$ cat src/rtl/core/chst_pkg.sv
// Package for the chained hash symbol table core.
// Constants, controller/datapath command and status structs. No dependencies.
package chst_pkg;
  localparam int TableEntries = 256;
  localparam int HashBuckets = 64;
  localparam int NameChars = 16;
  localparam logic [31:0] SeedValue = 32'd271828;
  localparam logic [31:0] MulValue = 32'd314159269;
  localparam logic [31:0] AddValue = 32'd453806245;
  localparam logic [1:0] StatusOk = 2'd0;
  localparam logic [1:0] StatusFull = 2'd1;
  localparam logic [1:0] StatusLong = 2'd2;

  // controller to datapath
  typedef struct packed {
    logic take_char;   // accept one character
    logic do_mult;     // register product
    logic do_bucket;   // register hash magnitude
    logic do_quot;     // register quotient estimate
    logic do_rem;      // register bucket (remainder)
    logic load_ptr;    // pointer <= head
    logic cmp_start;   // start comparing entry at ptr
    logic cmp_step;    // compare one character
    logic follow_link; // ptr <= link
    logic do_insert;   // write entry
    logic clear_sym;   // back to seed
  } chst_cmd_t;

  // datapath to controller
  typedef struct packed {
    logic ptr_null;    // pointer is past the table
    logic len_match;   // stored length equals name length
    logic cmp_done;    // all characters compared
    logic char_match;  // current character equal
    logic table_full;
    logic too_long;
    logic copy_busy;   // name store still being written
  } chst_stat_t;
endpackage

$ cat src/rtl/core/chst_ctrl.sv
// Controller state machine for the symbol table: sequencing and result strobe.
// Depends on chst_pkg.
module chst_ctrl (
  input  logic clk,
  input  logic rst,
  input  logic start,
  input  logic last_char,
  input  chst_pkg::chst_stat_t stat,
  input  logic [7:0] ins_index,
  input  logic [7:0] hit_index,
  output chst_pkg::chst_cmd_t cmd,
  output logic busy,
  output logic done,
  output logic [7:0] entry_index,
  output logic newly_added,
  output logic [1:0] status
);
  import chst_pkg::*;
  typedef enum logic [3:0] {
    S_IDLE, S_MULT, S_BUCKET, S_QUOT, S_REM, S_HEAD, S_CHECK, S_LEN, S_RD, S_CMP,
    S_LINK, S_FINISH, S_WAIT
  } state_t;
  state_t state;
  logic accept;
  assign accept = start && !busy;

  always_comb begin
    cmd = '0;
    cmd.take_char = accept;
    cmd.do_mult = (state == S_MULT);
    cmd.do_bucket = (state == S_BUCKET);
    cmd.do_quot = (state == S_QUOT);
    cmd.do_rem = (state == S_REM);
    cmd.load_ptr = (state == S_HEAD);
    cmd.cmp_start = (state == S_CHECK) && !stat.ptr_null;
    cmd.cmp_step = (state == S_CMP) && !stat.cmp_done && stat.char_match;
    cmd.follow_link = (state == S_LINK);
    cmd.do_insert = (state == S_FINISH) && !stat.table_full && !stat.too_long;
    cmd.clear_sym = (state == S_FINISH) || (state == S_CMP && stat.cmp_done);
  end

  // sequencer and registered result
  always_ff @(posedge clk) begin
    if (rst) begin
      state <= S_IDLE;
      busy <= 1'b0;
      done <= 1'b0;
    end else begin
      done <= 1'b0;
      unique case (state)
        S_IDLE: if (accept && last_char) begin
          state <= S_MULT;
          busy <= 1'b1;
        end
        S_MULT: state <= S_BUCKET;
        S_BUCKET: state <= S_QUOT;
        S_QUOT: state <= S_REM;
        S_REM: state <= S_HEAD;
        S_HEAD: state <= S_CHECK;
        S_CHECK: state <= stat.ptr_null ? S_FINISH : S_LEN;
        S_LEN: state <= stat.len_match ? S_RD : S_LINK;
        S_RD: state <= S_CMP;
        S_CMP: begin
          if (stat.cmp_done) begin
            entry_index <= hit_index;
            newly_added <= 1'b0;
            status <= StatusOk;
            done <= 1'b1;
            state <= S_WAIT;
          end else if (stat.char_match) state <= S_RD;
          else state <= S_LINK;
        end
        S_LINK: state <= S_CHECK;
        S_FINISH: begin
          done <= 1'b1;
          state <= S_WAIT;
          if (stat.table_full) begin
            entry_index <= '0; newly_added <= 1'b0; status <= StatusFull;
          end else if (stat.too_long) begin
            entry_index <= '0; newly_added <= 1'b0; status <= StatusLong;
          end else begin
            entry_index <= ins_index; newly_added <= 1'b1; status <= StatusOk;
          end
        end
        S_WAIT: if (!stat.copy_busy) begin
          state <= S_IDLE;
          busy <= 1'b0;
        end
        default: state <= S_IDLE;
      endcase
    end
  end
endmodule

$ cat config.mk
export PLATFORM = sky130hd
export DESIGN_NAME = chst_ctrl
export DESIGN_NICKNAME = d
export VERILOG_FILES = /design/src/rtl/core/chst_pkg.sv /design/src/rtl/core/chst_ctrl.sv
export SDC_FILE = /design/constraint.sdc
export NUM_CORES = 1
export LEC_CHECK = 0
export ABC_AREA = 0
export ABC_CLOCK_PERIOD_IN_PS = 3160
export BUFFER_PORTS_ARGS = -buffer_cell sky130_fd_sc_hd__buf_4
export CAP_MARGIN = 20
export CORE_ASPECT_RATIO = 0.6
export CORE_MARGIN = 2
export CORE_UTILIZATION = 35
export CTS_CLUSTER_DIAMETER = 50
export DETAILED_ROUTE_END_ITERATION = 6
export HOLD_SLACK_MARGIN = 0.15
export SYNTH_ARGS = -nofsm -noshare
export SYNTH_HDL_FRONTEND = slang
export SYNTH_SLANG_ARGS = --single-unit
$ cat constraint.sdc
create_clock -name clk -period 3.16 [get_ports clk]
set_input_delay 0.632 -clock clk [delete_from_list [all_inputs] [get_ports clk]]
set_output_delay 0.632 -clock clk [all_outputs]
set_load 0.01 [all_outputs]
==> impl_metrics.csv <==
group,metric,value,unit
yosys,yosysMostFrequentCell,"nand2_1",
cts,htreeDepth,1,
final_layout,fillers,260,
critical_path,worstPathArrival,1.62,ns
final_layout,drive_above_1_share,37.8,%
timing,tightest_slew,0.576,ns
run_status,outcome,"finished clean",
global_route,gr-total-overflow,0,
floorplanning,initial_core_util,37.5,%
critical_path,r2r_cells,3,
critical_path,critPathLaunchType,"flop",
detailed_routing,wl_per_cell,12.3,um
timing,finalSetupViolCount,0,
min_path,min_delay_worst_endpoint,"busy",
cts,ctsHoldBuffers,0,
timing,slew_headroom,61.5,%
cts,clk_latency,0.25,ns
timing,rsz0062_at_grt,"false",
yosys,async_flop_share,0,%
global_route,grt_pass1_vias,807,
floorplanning,die_area,3190,um2
timing,slew_violations,0,
power,ir_worst_vdd,310,uV
yosys,synth_fp_nets,136,
place,hpwl,1.87,mm
detailed_routing,dr.pass1.iters,4,
critical_path,timing.rr.start,"state[1]",
critical_path,r2r_setup_slack,1.43,ns
yosys,seq_area_frac_synth,47.0,%
cts,clk_pin_slew,0.06,ns
timing,period_needed,2.25,ns
global_route,grt_max_degree,21,
yosys,synthTopCellsByArea,"edfxtp_1, dfxtp_1, nand2_1, o21ai_0, nor3_1",
critical_path,critPathMaxFanout,20,
detailed_routing,routed_wl,2.32,mm
yosys,synthCells,109,
timing,setup_tns,0,ns
critical_path,crit_required,2.53,ns
floorplanning,die_w,71.6,um
global_route,grt_antenna_before_repair,0,
cts,cts_root_buf,"clkbuf_8",
job,cap_viol_max_count,0,
detailed_routing,drt_iter0_markers,57,
floorplanning,rows,14,
yosys,netlist.area_leader.share,34.5,%
global_route,grt_first_pass_wirelength,3.64,mm
yosys,ys.flop_type,"edfxtp_1",
final_layout,area_delta_synth_final,44.4,%
cts,cts_tree,"done",
min_path,hold_depth,2,
yosys,synth_area,958,um2
cts,cts_buffers,3,
yosys,syn_avg_cell_area,8.79,um2
final_layout,num_antenna_cells,0,
timing,post-route-period-util,71.3,%
floorplanning,die-height,44.5,um
timing,fmax,0.444,GHz
yosys,yosys_register_bits,17,
timing,hold_viol_final,0,
yosys,netlist_top_cells_count,"nand2_1, o21ai_0, edfxtp_1",
detailed_routing,via_count,934,
power,p_per_area,497,nW/um2
final_layout,nets,184,
cts,cts_resized,0,
place,portBuffers,50,
global_route,grt_use_total,14.9,%
critical_path,endpoint_kind,"output port",
timing,clock_skew,0.00634,ns
power,power.static_leakage,0.595,nW
critical_path,crit_type,"flop to output port",
min_path,min-delay-path-class,"flop to flop",
yosys,synth_warnings,0,
detailed_routing,drc,0,
place,gp_congestion,0.794,
critical_path,regToRegEndpoint,"entry_index[3]",
min_path,min_from,"busy",
floorplanning,core_region_area,2560,um2
detailed_routing,ant_nets,0,
cts,cts_buffer_depth,2,
yosys,yosysTopAreaCell,"edfxtp_1",
cts,cts_sinks,17,
detailed_routing,viasPerCell,4.97,
yosys,synth_edf_count,11,
yosys,ys_types,32,
floorplanning,io_pins,51,
cts,cts_setup_buffers,0,
final_layout,final_core_util,54.1,%
[cells in the final DEF (no fill, tap or decap), types with 2 or more instances in the layout]
master / netlist / final
o21ai_0: 14 / 14
dfxtp_1: 6 / 6
and3b_1: 2 / 2
nand2_1: 19 / 19
nor2_1: 8 / 8
inv_1: 4 / 4
edfxtp_1: 11 / 11
nand2b_1: 5 / 5
buf_4: 1 / 52
nor2b_1: 2 / 2
clkbuf_8: 0 / 3
nor3_1: 10 / 10
nor3b_1: 3 / 3
[state kept, by name (all words and copies together), names as in the netlist]
| register | cells |
|---|---|
| newly_added | 1 |
| busy | 1 |
| status | 2 |
| state | 4 |
| entry_index | 8 |
| done | 1 |
[power by group]
part	internal, W	switching [W]	total (W)
clock	0.0000872	0.0000664	0.000154
combinational	0.000119	0.0000914	0.000210
sequential	0.000255	0.0000687	0.000324
total	0.000461	0.000227	0.000688
[per-layer routing]
layer / share of wire [%] / global-route usage, % / routed length [um] / vias up
met5: 0 / 0 / 0 / -
met4: 0.35 / 3.40 / 8 / 0
met3: 6.0 / 5.01 / 138 / 2
met2: 44 / 22.8 / 1010 / 23
met1: 50 / 20.7 / 1160 / 428
li1: - / - / - / 481
[metrics by stage]
stage                     hold WS (ns)  cell area (um2)  worst slack, ns  instances  total power, W
after global routing             0.628             1380            0.749        188        0.000739
after CTS                        0.604             1380            0.866        188        0.000697
after floorplan                  0.531              958             1.11        109        0.000461
after global placement           0.593             1340             1.18        184        0.000536
final                            0.608             1380            0.908        188        0.000688
after detailed placement         0.595             1340             1.14        184        0.000540
[cell families (layout without fill, tap and decap cells)]
group / count (synthesis) / in the layout / share of synthesized area, %
flip-flops: 17 / 17 / 47.0
buffers and inverters: 14 / 61 / 7.31
AO/OA/AOI/OAI: 24 / 24 / 16.6
AND/OR/NAND/NOR: 54 / 54 / 29.1
[how the worst max path moves through the flow]
| stage | end | slack (ns) | start | cells after the start |
|---|---|---|---|---|
| after global routing | cmd[1] | 0.75 | state[1] | 4 |
| final | cmd[1] | 0.91 | state[1] | 4 |
| after CTS | cmd[1] | 0.87 | state[1] | 4 |
| after global placement | cmd[0] | 1.18 | stat[4] | 4 |
| after floorplan | entry_index[0] | 1.11 | rst | 2 |
| after detailed placement | cmd[1] | 1.14 | state[1] | 4 |
[critical path: stages (launching register included)]
cell	delay [ns]
dfxtp_1	0.67
nand4b_1	0.15
buf_4	0.22
nor3_1	0.18
buf_4	0.16
[cell type report]
type	instances	area, um2	share of cell area, %
clock inverter	1	5.00	0.362
sequential	17	450	32.5
multi-input combinational	78	438	31.6
clock buffer	3	41.3	2.98
timing repair buffer	52	390	28.2
tap	32	40.0	2.89
inverter	5	18.8	1.36
(Power assumes the default switching activity.)
